==> src/hdl/nrcf_pkg.sv <==
// Shared types and constants for the neighbour range clamp filter.
// No dependencies; imported by every other module of the block except nrcf_ram.
`default_nettype none

package nrcf_pkg;

  localparam int MAX_WIDTH   = 4096;
  localparam int COL_W       = $clog2(MAX_WIDTH);
  localparam int CNT_W       = COL_W + 1;
  localparam int QUEUE_DEPTH = 4;
  localparam int QPTR_W      = $clog2(QUEUE_DEPTH);
  localparam int QCNT_W      = $clog2(QUEUE_DEPTH + 1);

  localparam int CFG_W     = 13;
  localparam int REG_IDX_W = 2;

  localparam logic [REG_IDX_W-1:0] REG_LINE_WIDTH   = 2'd0;
  localparam logic [REG_IDX_W-1:0] REG_FRAME_HEIGHT = 2'd1;
  localparam logic [REG_IDX_W-1:0] REG_MAX_DIFF     = 2'd2;

  localparam logic OP_PIXEL = 1'b0;
  localparam logic OP_DRAIN = 1'b1;

  typedef struct packed {
    logic [12:0] line_width;
    logic [12:0] frame_height;
    logic [7:0]  range_margin;
  } cfg_t;

  // Classified transaction, waiting for its line store read data
  typedef struct packed {
    logic [7:0] px;
    logic       bank;
    logic       is_drain;
    logic       first_col;
    logic       last_col;
    logic       has_up;
    logic       end_of_frame;
  } desc_t;

  // Queue entry: everything the back end needs for one result
  typedef struct packed {
    logic [7:0] px;
    logic [7:0] centre;
    logic [7:0] side;
    logic [7:0] above;
    logic       is_drain;
    logic       first_col;
    logic       last_col;
    logic       has_up;
    logic       end_of_frame;
  } entry_t;

endpackage

`default_nettype wire

==> src/hdl/nrcf_back.sv <==
// Back end: forms the cross neighbourhood, clamps the centre sample and holds the
// result in the output register. Uses nrcf_pkg.
`default_nettype none

module nrcf_back
  import nrcf_pkg::*;
(
  input  wire logic       clk,
  input  wire logic       rst,
  input  wire logic [7:0] range_margin,
  input  wire entry_t     q_entry,
  input  wire logic       q_valid,
  output logic            pop,
  output logic            out_valid,
  input  wire logic       out_ready,
  output logic [7:0]      out_pixel,
  output logic            out_end_of_row,
  output logic            out_end_of_frame
);

  logic [7:0] last_centre;
  logic [7:0] up;
  logic [7:0] lf;
  logic [7:0] rt;
  logic [7:0] dn;
  logic [7:0] mn;
  logic [7:0] mx;
  logic signed [9:0] lo;
  logic signed [9:0] hi;
  logic signed [9:0] v;

  assign pop = q_valid && (!out_valid || out_ready);

  always_comb begin
    up = q_entry.has_up ? q_entry.above : q_entry.centre;
    if (q_entry.first_col) begin
      lf = q_entry.centre;
    end else if (q_entry.last_col) begin
      lf = q_entry.side;
    end else begin
      lf = last_centre;
    end
    rt = q_entry.last_col ? q_entry.centre : q_entry.side;
    dn = q_entry.is_drain ? q_entry.centre : q_entry.px;

    mn = up;
    mx = up;
    if (lf < mn) mn = lf;
    if (rt < mn) mn = rt;
    if (dn < mn) mn = dn;
    if (lf > mx) mx = lf;
    if (rt > mx) mx = rt;
    if (dn > mx) mx = dn;

    lo = $signed({2'b00, mn}) - $signed({2'b00, range_margin});
    hi = $signed({2'b00, mx}) + $signed({2'b00, range_margin});
    v  = $signed({2'b00, q_entry.centre});
    if (v < lo) v = lo;
    if (v > hi) v = hi;
  end

  always_ff @(posedge clk) begin
    if (rst) begin
      out_valid <= 1'b0;
    end else if (pop) begin
      out_valid <= 1'b1;
    end else if (out_ready) begin
      out_valid <= 1'b0;
    end
  end

  always_ff @(posedge clk) begin
    if (pop) begin
      last_centre      <= q_entry.centre;
      out_pixel        <= v[7:0];
      out_end_of_row   <= q_entry.last_col;
      out_end_of_frame <= q_entry.end_of_frame;
    end
  end

endmodule

`default_nettype wire

==> config.mk <==
export PLATFORM = sky130hd
export DESIGN_NAME = nrcf_back
export DESIGN_NICKNAME = d
export VERILOG_FILES = /design/src/hdl/nrcf_pkg.sv /design/src/hdl/nrcf_back.sv
export SDC_FILE = /design/constraint.sdc
export NUM_CORES = 1
export LEC_CHECK = 0
export BUFFER_PORTS_ARGS = -buffer_cell sky130_fd_sc_hd__buf_2
export CAP_MARGIN = 0
export CORE_MARGIN = 3
export CORE_UTILIZATION = 53
export CTS_BUF_LIST = sky130_fd_sc_hd__clkbuf_8 sky130_fd_sc_hd__clkbuf_16
export CTS_CLUSTER_DIAMETER = 100
export DETAILED_ROUTE_END_ITERATION = 8
export PLACE_DENSITY = 0.79
export SLEW_MARGIN = 20
export SYNTH_ARGS = -nofsm -noshare
export SYNTH_HDL_FRONTEND = slang
export SYNTH_SLANG_ARGS = --single-unit
==> constraint.sdc <==
create_clock -name clk -period 12 [get_ports clk]
set_input_delay 1.2 -clock clk [delete_from_list [all_inputs] [get_ports clk]]
set_output_delay 1.2 -clock clk [all_outputs]
set_load 0.05 [all_outputs]
==> results.json <==
{
  "fin_total_pwr_mw": 0.957,
  "fmax_mhz": 89.6,
  "ys_ff_latch": 19,
  "die_w_um": 89.5,
  "slowest_stage": "fa_1",
  "grt-ovfl-total": 0,
  "grt_pass1_vias": 3399,
  "place_hpwl_um": 8450,
  "p_per_area_nw_per_um2": 228,
  "comb_power_share_pct": 83.7,
  "grt_max_degree": 20,
  "n_antenna_cell": 0,
  "clockBufferDepth": 2,
  "max-slew-margin-rel_pct": 31.9,
  "die_y_um": 89.5,
  "postLayoutSetupSlackWorst_ps": 845,
  "io_pins": 61,
  "start_util_pct": 56.5,
  "drt_wl_total_um": 10000,
  "area_growth_pct": 13.6,
  "worstHoldPathType": "flop to flop",
  "antenna_found_initial": 0,
  "drive_gt1_share_pct": 21.6,
  "clkLatencyLatePin_ps": 260,
  "drc": 0,
  "synth_edf_count": 18,
  "syn-num-nets": 543,
  "worst_hold_slack_ps": 568,
  "setup_viol": 0,
  "worstPathRequired_ps": 12000,
  "gp_congestion": 0.985,
  "fin_util_pct": 64.2,
  "cts_tree": "done",
  "yosysSeqAreaShare_pct": 15.2,
  "hold_violations": 0,
  "first_pass_iters": 5,
  "ctsHtreeMaxLevel": 1,
  "p_sw_share_pct": 50.5,
  "grt_pass1_wl_um": 16100,
  "postRouteAntennaNets": 0,
  "dieArea_um2": 8000,
  "maxCapViolCount": 0,
  "mostFrequentLayoutCell": "ha_1",
  "drt-vias-per-instance": 6.00,
  "critical-path-max-stage-delay_ps": 390,
  "port_buffers": 60,
  "dpl_cell_area_um2": 4110,
  "rsz0062_at_grt": "false",
  "grt.total_usage_pct": 25.8,
  "design_area_um2": 4190,
  "netlist-cell-type-count": 47,
  "syn_avg_cell_area_um2": 8.73,
  "async_flop_share_pct": 0,
  "post-place-ws_ps": 163,
  "cts_inserted_buffers": 3,
  "vias": 3380,
  "final_cell_mix": "ha_1 (68), mux2i_1 (63), inv_1 (61)",
  "stdcell_count": 563,
  "outcome": "finished clean",
  "nets": 607,
  "tns_ps": 0,
  "slew_viol_final": 0,
  "setup.worst_path.class": "primary input to flop",
  "switchingPower_mw": 0.483,
  "irDropWorstVdd_mv": 0.268,
  "drt_iter0_drc": 246,
  "intPower_mw": 0.474,
  "clock_sinks": 19,
  "cts_root_buf": "clkbuf_8",
  "synth_flop_cell": "edfxtp_1",
  "leakage_nw": 2.22,
  "period_share_pct": 93.0,
  "core_area_um2": 6530,
  "path_common_cell": "ha_1",
  "power.clock.fraction_pct": 4.6,
  "synth_area_um2": 3690,
  "ys_warn_count": 0,
  "crit_fanout": 17,
  "worst_pin_slew_ps": 1020,
  "dp.cells": 559,
  "wl_per_cell_um": 17.8,
  "crit_arrival_ps": 11160,
  "clock_skew_ps": 6.58,
  "cp-end-kind": "flop",
  "rows": 29,
  "syn-instance-count": 423,
  "clk_pin_slew_ps": 70,
  "period_minus_slack_ps": 11160,
  "seqPwrFrac_pct": 11.7,
  "critPathLaunchType": "primary input",
  "hold_buffers": 0
}
[repair_timing]
item | 4_1_cts | 5_1_grt
gates resized for setup | 0 | 10
buffers inserted | 0 | 0
setup endpoints to repair | 0 | 8
[cells by family after synthesis]
family          share of synthesized area [%]
compound gates                           18.7
fa+ha+maj                                24.7
flops                                    15.2
buf+inv                                  7.22
mux                                      22.7
xor+xnor                                 2.14
simple gates                             9.32
[state kept, by name, summed over array words and instances, names as in the netlist]
| name | count |
|---|---|
| out_pixel | 8 |
| out_valid | 1 |
| last_centre | 8 |
| out_end_of_row | 1 |
| out_end_of_frame | 1 |
[critical path, delay by kind of cell]
| family | cells | cell delay [ps] |
|---|---|---|
| XOR/XNOR | 1 | 170 |
| multiplexers | 5 | 1390 |
| AO/OA/AOI/OAI | 17 | 3680 |
| AND/OR/NAND/NOR | 11 | 1230 |
| adder cells (fa/ha/maj) | 9 | 2740 |
| buffers and inverters | 6 | 740 |
[synthesized netlist by cell type, types with 2 or more instances]
cell type	count	area, um2
a21o_1	15	113
o21a_1	14	105
clkbuf_1	6	22.5
mux2i_1	66	661
or2_2	3	18.8
inv_1	61	229
nand2b_1	2	12.5
xor2_1	4	35.0
mux2_2	13	146
a21boi_0	2	15.0
edfxtp_1	18	541
mux2_4	2	30.0
o21ai_0	12	60.1
nor3_1	9	45.0
nor2b_1	6	37.5
a31oi_2	2	25.0
nand2_1	23	86.3
fa_1	2	40.0
ha_1	69	863
xnor2_1	5	43.8
a21oi_1	31	155
nand4_1	5	31.3
o211ai_1	2	15.0
o21bai_1	3	22.5
a21oi_2	2	17.5
nand3_1	6	30.0
nor2_1	16	60.1
a211oi_1	4	30.0
o22ai_1	2	12.5
[power groups by stage]
stage / combinational, mW / clock, mW / sequential [mW]
3_3_place_gp: 0.744 / 0 / 0.113
6_report: 0.801 / 0.0445 / 0.112
2_1_floorplan: 0.538 / 0 / 0.167
4_1_cts: 0.778 / 0.0447 / 0.112
3_5_place_dp: 0.766 / 0 / 0.114
5_1_grt: 0.882 / 0.0488 / 0.114
[metal layers]
metal	part of all wire (%)	global-route usage [%]	routed length [um]	vias to the layer above
met3	7.2	3.23	720	26
met1	44	33.3	4370	1531
li1	-	-	-	1663
met5	0	0	0	-
met4	2.6	7.98	263	0
met2	46	44.7	4640	160
[final cells by class]
| cell class | instances | area, um2 |
|---|---|---|
| Clock buffer | 3 | 41.3 |
| Clock inverter | 1 | 5.00 |
| Fill cell | 545 | 2340 |
| Inverter | 61 | 229 |
| Multi-Input combinational cell | 335 | 2910 |
| Sequential cell | 19 | 561 |
| Tap cell | 77 | 96.3 |
| Timing Repair Buffer | 67 | 355 |
[worst paths after layout]
check                 start            to  slack, ps  cells after the start
max reg2reg  last_centre[7]  out_pixel[7]       1770                     48
min reg2reg       out_valid     out_valid        570                      2
max              q_entry[2]  out_pixel[7]        840                     49
min               out_valid     out_valid        570                      2
No activity file was read; power rests on OpenSTA's default activity.
