[config.mk]
export PLATFORM = sky130hd
export DESIGN_NAME = nrcf_queue
export DESIGN_NICKNAME = d
export VERILOG_FILES = /design/src/hdl/nrcf_pkg.sv /design/src/hdl/nrcf_queue.sv
export SDC_FILE = /design/constraint.sdc
export NUM_CORES = 1
export LEC_CHECK = 0
export ABC_CLOCK_PERIOD_IN_PS = 2060
export BUFFER_PORTS_ARGS = -buffer_cell sky130_fd_sc_hd__buf_2
export CAP_MARGIN = 20
export CORE_AREA = 2 2 105 107
export DETAILED_ROUTE_END_ITERATION = 10
export DIE_AREA = 0 0 107 109
export PLACE_DENSITY = 0.88
export SLEW_MARGIN = 10
export SYNTH_ARGS = -nofsm -noshare
export SYNTH_HDL_FRONTEND = slang
export SYNTH_SLANG_ARGS = --single-unit
[constraint.sdc]
create_clock -name clk -period 2.06 [get_ports clk]
set_input_delay 0.412 -clock clk [delete_from_list [all_inputs] [get_ports clk]]
set_output_delay 0.412 -clock clk [all_outputs]
set_load 0.005 [all_outputs]
[src/hdl/nrcf_pkg.sv]
// Shared types and constants for the neighbour range clamp filter.
// No dependencies; imported by every other module of the block except nrcf_ram.
`default_nettype none

package nrcf_pkg;

  localparam int MAX_WIDTH   = 4096;
  localparam int COL_W       = $clog2(MAX_WIDTH);
  localparam int CNT_W       = COL_W + 1;
  localparam int QUEUE_DEPTH = 4;
  localparam int QPTR_W      = $clog2(QUEUE_DEPTH);
  localparam int QCNT_W      = $clog2(QUEUE_DEPTH + 1);

  localparam int CFG_W     = 13;
  localparam int REG_IDX_W = 2;

  localparam logic [REG_IDX_W-1:0] REG_LINE_WIDTH   = 2'd0;
  localparam logic [REG_IDX_W-1:0] REG_FRAME_HEIGHT = 2'd1;
  localparam logic [REG_IDX_W-1:0] REG_MAX_DIFF     = 2'd2;

  localparam logic OP_PIXEL = 1'b0;
  localparam logic OP_DRAIN = 1'b1;

  typedef struct packed {
    logic [12:0] line_width;
    logic [12:0] frame_height;
    logic [7:0]  range_margin;
  } cfg_t;

  // Classified transaction, waiting for its line store read data
  typedef struct packed {
    logic [7:0] px;
    logic       bank;
    logic       is_drain;
    logic       first_col;
    logic       last_col;
    logic       has_up;
    logic       end_of_frame;
  } desc_t;

  // Queue entry: everything the back end needs for one result
  typedef struct packed {
    logic [7:0] px;
    logic [7:0] centre;
    logic [7:0] side;
    logic [7:0] above;
    logic       is_drain;
    logic       first_col;
    logic       last_col;
    logic       has_up;
    logic       end_of_frame;
  } entry_t;

endpackage

`default_nettype wire

[src/hdl/nrcf_queue.sv]
// Short FIFO between front and back end; the front reserves space before accepting.
// Uses nrcf_pkg.
`default_nettype none

module nrcf_queue
  import nrcf_pkg::*;
(
  input  wire logic        clk,
  input  wire logic        rst,
  input  wire logic        push,
  input  wire entry_t      din,
  input  wire logic        pop,
  output entry_t           dout,
  output logic             not_empty,
  output logic [QCNT_W-1:0] count
);

  entry_t            mem [QUEUE_DEPTH];
  logic [QPTR_W-1:0] wr_ptr;
  logic [QPTR_W-1:0] rd_ptr;

  assign dout      = mem[rd_ptr];
  assign not_empty = count != '0;

  always_ff @(posedge clk) begin
    if (push) begin
      mem[wr_ptr] <= din;
    end
  end

  always_ff @(posedge clk) begin
    if (rst) begin
      wr_ptr <= '0;
      rd_ptr <= '0;
      count  <= '0;
    end else begin
      if (push) begin
        wr_ptr <= wr_ptr + QPTR_W'(1);
      end
      if (pop) begin
        rd_ptr <= rd_ptr + QPTR_W'(1);
      end
      if (push && !pop) begin
        count <= count + QCNT_W'(1);
      end else if (pop && !push) begin
        count <= count - QCNT_W'(1);
      end
    end
  end

endmodule

`default_nettype wire

==> impl_metrics.json, run 1 <==
{
  "run_status": "finished, violations left",
  "violations": "setup timing",
  "detail_route.vias_per_cell": 5.44,
  "timing.final.ws_setup_ns": -0.126,
  "regToRegSetupSlack_ns": 0.54,
  "holdWs_ns": 0.107,
  "buffer_ports.inserted": 81,
  "dp_hpwl_um": 6080,
  "grt_use_met2_pct": 31.5,
  "cts_tree": "yes",
  "distinct_cell_type_count_after_synthesis": 21,
  "initial_antenna_violation_count": 0,
  "clkSlewWorstSetupHoldPaths_ns": 0.06,
  "first_pass_grt_wire_length_um": 15200,
  "cts-htree-levels": 4,
  "dieWidth_um": 107,
  "initial_core_util_pct": 54.9,
  "timing_worst_slew_pin_value_ns": 0.363,
  "worst_setup_path_start_kind": "flip-flop",
  "netlist_instances": 236,
  "gr-max-usage-layer": "met2",
  "layout.nets": 388,
  "std_cell_rows": 38,
  "global_route.usage.total_pct": 18.3,
  "drive_above_1_share_pct": 47.2,
  "post_cts_hold_buffers": 0,
  "clk_latency_ns": 0.51,
  "min_path_type": "input pin to flip-flop",
  "power.density_nw_per_um2": 1070,
  "grt_setup_unrepaired": "yes",
  "synth_seq_area_share_pct": 79.5,
  "r2r.worst_path.cells": 4,
  "drt-pass1-iter-count": 4,
  "clock_sinks": 157,
  "ys_async_sr_fraction_pct": 0,
  "core_area_um2": 10600,
  "clockRootBuffer": "clkbuf_8",
  "first_global_vias": 2892,
  "die_y_um": 109,
  "grtUsageMet3_pct": 4.48,
  "detail_route.drc_violations": 0,
  "synth_seq_cells": 157,
  "detail_route.iter0.violations": 108,
  "grt_max_degree": 24,
  "slew_headroom_pct": 75.8,
  "max-clock-path-buffers": 2,
  "net_count_of_the_mapped_netlist": 283,
  "worst-endpoint-arrival_ns": 1.77,
  "postRouteAntennaNets": 0,
  "drt_wl_total_um": 9830,
  "synth_cell_area_um2": 5820,
  "floorplan.io_pins": 82,
  "final_hold_viol_count": 0,
  "setup_total_negative_slack_ns": -3.38,
  "peakVddDrop_v": 0.000792,
  "synthFlopType": "edfxtp_1",
  "yosys_warnings": 0,
  "antenna-diode-count": 0,
  "globalRoute.totalOverflow": 0,
  "routedWlPerCell_um": 19.9,
  "route.vias.total": 2687,
  "end_kind": "output port",
  "min_period_over_period_pct": 106,
  "globalplace.congestion": 0.666,
  "numCtsBuffers": 17,
  "crit_required_ns": 1.65,
  "fmax_mhz": 457,
  "worst_case_clock_skew_ns": 0.00573,
  "maximum_fanout_count_along_the_critical_path": 12,
  "fill_cells": 677,
  "die_area_um2": 11700,
  "worstHoldPathCells": 1,
  "postSynthAreaPerCell_um2": 24.7,
  "pleak_nw": 2.47,
  "type_of_the_worst_setup_path": "flip-flop to output port",
  "max_slew_violations": 0,
  "grtUsageMet1_pct": 22.3,
  "final-setup-viol-count": 37,
  "max-cap-violations": 0,
  "synthToLayoutAreaGrowth_pct": 21.5,
  "period_needed_ns": 2.19,
  "synth_enable_flop_cells": 148
}
==> final timing paths <==
path                  start         end
setup / recovery  flip-flop     dout[1]
hold / removal      din[11]  mem[1][11]
setup reg to reg   count[0]    count[2]
hold reg to reg    count[2]    count[2]
==> final cells by class <==
cell class / count / area (um^2) / share of cell area, %
sequential: 157 / 4630 / 65.5
multi-input combinational: 66 / 1060 / 15.0
clock buffer: 18 / 418 / 5.91
inverter: 4 / 15.0 / 0.212
clock inverter: 14 / 195 / 2.76
tap: 140 / 175 / 2.48
timing repair buffer: 95 / 573 / 8.11
==> per-layer routing <==
layer	part of all wire, %	vias to the layer above
li1	-	1196
met1	42	1392
met2	52	82
met3	3.7	17
met4	2.1	0
met5	0	-
==> power by group <==
| group | internal (W) | switching (W) | leakage, nW | total [W] |
|---|---|---|---|---|
| sequential | 0.00366 | 0.0000554 | 1.43 | 0.00372 |
| combinational | 0.000361 | 0.000327 | 0.743 | 0.000688 |
| clock | 0.00197 | 0.00119 | 0.290 | 0.00316 |
| total | 0.00599 | 0.00157 | 2.47 | 0.00756 |
==> cells in the final DEF (no fill, tap or decap) <==
cell type   count
fa_1            1
buf_2          79
ha_1            5
buf_12          4
xnor2_1         2
clkinv_4        6
nor2_1          7
mux4_2         37
mux2i_1         2
inv_1           4
or3_1           2
clkinvlp_4      2
nand2_1         1
o21ai_0         1
clkinv_1        2
edfxtp_1      148
xor2_1          3
buf_6           2
dfxtp_1         7
dfxtp_4         1
and2_2          4
clkbuf_8        1
clkbuf_1        1
buf_4          10
bufinv_16       4
a21oi_1         1
dfxtp_2         1
clkbuf_16      16
==> worst max-delay path, cell delays in order (launching register included) <==
cell and delay, ns:
dfxtp_4 0.41, buf_12 0.18, mux4_2 0.52, buf_2 0.15
==> metrics by stage <==
stage	utilization [%]	total power, W	setup slack [ns]	cell area [um^2]	std cells
2_1_floorplan	-	0.00415	0.219	5820	236
3_3_place_gp	60.6	0.00441	0.237	6430	460
3_5_place_dp	60.6	0.00445	0.125	6430	460
4_1_cts	67.1	0.00766	-0.238	7110	496
5_1_grt	66.7	0.00780	-0.189	7070	494
6_report	66.7	0.00756	-0.126	7070	494
==> registers in the layout (all words and copies together) (netlist names), named ones only <==
register / cells
count: 3
mem: 148
rd_ptr: 2
wr_ptr: 2
==> cells in the mapped netlist, drive strengths merged, types with 3 or more instances <==
library cell / number / area share (%)
and2: 4 / 0.43
buf: 7 / 1.5
dfxtp: 9 / 3.1
edfxtp: 148 / 76
ha: 5 / 1.1
inv: 4 / 0.26
mux4: 37 / 15
nor2: 7 / 0.45
xor2: 3 / 0.45
==> cells by family (layout without fill, tap and decap cells) <==
group,after synthesis,count (layout),share of synthesized area (%)
flip-flops,157,157,79.5
multiplexers,39,39,15.1
AND/OR/NAND/NOR,14,14,1.16
buffers and inverters,13,131,1.89
adder cells (fa/ha/maj),6,6,1.42
XOR/XNOR,5,5,0.753
AO/OA/AOI/OAI,2,2,0.172
==> repair_timing <==
action | in CTS | in global routing
pin swaps | 0 | 0
setup endpoints to repair | 37 | 37
resized for setup | 10 | 2
setup buffers | 2 | 0
cloned | 2 | 0
No activity file was read; power rests on OpenSTA's default activity.
==> run 2, diff against run 1 <==
Settings changed: CORE_AREA 2 2 105 107 to 2 2 103 105, CTS_BUF_LIST set to sky130_fd_sc_hd__clkbuf_4, DIE_AREA 0 0 107 109 to 0 0 105 107, PLACE_DENSITY 0.88 to 0.91.
==> impl_metrics.json, run 2 (synthesis gave the netlist of run 1 again) <==
{
  "cts-htree-levels": 4,
  "post_cts_hold_buffers": 0,
  "clock_network_fraction_of_total_power_pct": 28.0,
  "antenna-diode-count": 0,
  "pleak_nw": 2.34,
  "floorplan.io_pins": 82,
  "layout.nets": 390,
  "die_y_um": 107,
  "preCtsSetupSlack_ns": 0.152,
  "globalRoute.totalOverflow": 0,
  "global_route.usage.total_pct": 19.4,
  "rr_startpoint": "count[0]",
  "critical_path.max_stage_delay_ns": 0.50,
  "setup_total_negative_slack_ns": -4.73,
  "std_cell_rows": 37,
  "initial_core_util_pct": 57.6,
  "clockRootBuffer": "clkbuf_4",
  "worst_setup_path_start_kind": "flip-flop",
  "total_switching_power_w": 0.00138,
  "clk_latency_ns": 0.50,
  "detail_route.iter0.violations": 115,
  "worst-endpoint-arrival_ns": 1.85,
  "postRouteAntennaNets": 0,
  "detail_route.vias_per_cell": 5.44,
  "grt_setup_unrepaired": "yes",
  "maximum_fanout_count_along_the_critical_path": 6,
  "route.vias.total": 2675,
  "commonest_cells_after_routing_fill_and_taps_aside": "edfxtp_1, buf_2, mux4_2, clkbuf_4, buf_4",
  "violations": "setup timing",
  "max-cap-violations": 0,
  "combinationalPowerShare_pct": 11.4,
  "synthToLayoutAreaGrowth_pct": 16.3,
  "globalplace.congestion": 0.696,
  "p_int_w": 0.00475,
  "slew_headroom_pct": 77.0,
  "die_area_um2": 11200,
  "critical_path.slowest_cell": "mux4_2",
  "numCtsBuffers": 17,
  "dp_hpwl_um": 6130,
  "period_needed_ns": 2.26,
  "largest_reg_flops": 148,
  "worst_case_clock_skew_ns": 0.0123,
  "final-setup-viol-count": 37,
  "p_seq_share_pct": 60.6,
  "timing.final.ws_setup_ns": -0.199,
  "buffer_ports.inserted": 81,
  "dieWidth_um": 105,
  "drt_wl_total_um": 9780,
  "drive_above_1_share_pct": 47.2,
  "largestRegisters": "mem x148, count x3",
  "type_of_the_worst_setup_path": "flip-flop to output port",
  "power_switching_share_pct": 22.5,
  "worst_path_dominant_cell_family": "multiplexers",
  "cell_chain_of_the_critical_path": "buf_12 > buf_16 > mux4_2 > buf_2",
  "core_area_um2": 10100,
  "first_global_vias": 2877,
  "clkSlewWorstSetupHoldPaths_ns": 0.13,
  "routedWlPerCell_um": 19.9,
  "first_pass_grt_wire_length_um": 15500,
  "largest-register": "mem",
  "cts_tree": "yes",
  "power.density_nw_per_um2": 906,
  "min_path_type": "input pin to flip-flop",
  "grt_max_degree": 24,
  "startpoint_of_the_tightest_hold_check_path": "din[36]",
  "max-clock-path-buffers": 2,
  "min_period_over_period_pct": 110,
  "clock_sinks": 157,
  "layout.cells.most_common": "edfxtp_1",
  "detail_route.drc_violations": 0,
  "initial_antenna_violation_count": 1,
  "crit_required_ns": 1.65,
  "peakVddDrop_v": 0.000496,
  "max_slew_violations": 0,
  "cp_num_buf_inv": 3,
  "run_status": "finished, violations left",
  "timing_worst_slew_pin_value_ns": 0.345,
  "fmax_mhz": 443,
  "end_kind": "output port",
  "drt-pass1-iter-count": 5,
  "final_hold_viol_count": 0
}
run 2: power groups by stage:
| stage | clock [W] | combinational [W] | sequential (W) |
|---|---|---|---|
| after floorplan | 0 | 0.000389 | 0.00376 |
| after global placement | 0 | 0.000644 | 0.00376 |
| after detailed placement | 0 | 0.000661 | 0.00378 |
| after CTS | 0.00178 | 0.000731 | 0.00371 |
| after global routing | 0.00192 | 0.000768 | 0.00373 |
| final | 0.00171 | 0.000701 | 0.00371 |
run 2: final timing paths:
kind                            slack [ns]  depth (start not counted)    endpoint
worst min register to register        0.54                          2    count[2]
worst min-delay path                  0.10                          1  mem[0][36]
worst max register to register        0.57                          4    count[2]
worst max-delay path                 -0.20                          4    dout[24]
run 2: layout make-up:
| cell class | instances | area, um^2 |
|---|---|---|
| timing repair buffer | 97 | 616 |
| fill | 693 | 3330 |
| clock inverter | 15 | 145 |
| multi-input combinational | 66 | 1060 |
| inverter | 4 | 15.0 |
| tap | 136 | 170 |
| clock buffer | 17 | 128 |
| sequential | 157 | 4630 |
run 2: layer usage:
metal	routed length, um	vias up	share of wire, %	global-route usage [%]
met5	16	-	0.16	0
met4	120	2	1.2	6.76
met3	612	13	6.3	6.69
met2	4990	97	51	31.4
met1	4040	1358	41	24.8
li1	-	1205	-	-
run 2: what timing repair did:
item,in CTS,in global routing
gates resized for setup,11,0
gates cloned,3,0
endpoints found under the setup margin,37,37
hold endpoints to repair,0,0
setup buffers,2,0
run 2: per-stage QoR:
stage	utilization, %	instances	area, um^2	power [W]	hold WS (ns)
2_1_floorplan	-	236	5820	0.00415	0.483
3_3_place_gp	63.6	456	6420	0.00441	0.481
3_5_place_dp	63.6	456	6420	0.00444	0.516
4_1_cts	67.3	493	6790	0.00622	0.0527
5_1_grt	67.0	492	6770	0.00641	0.0342
6_report	67.0	492	6770	0.00613	0.103
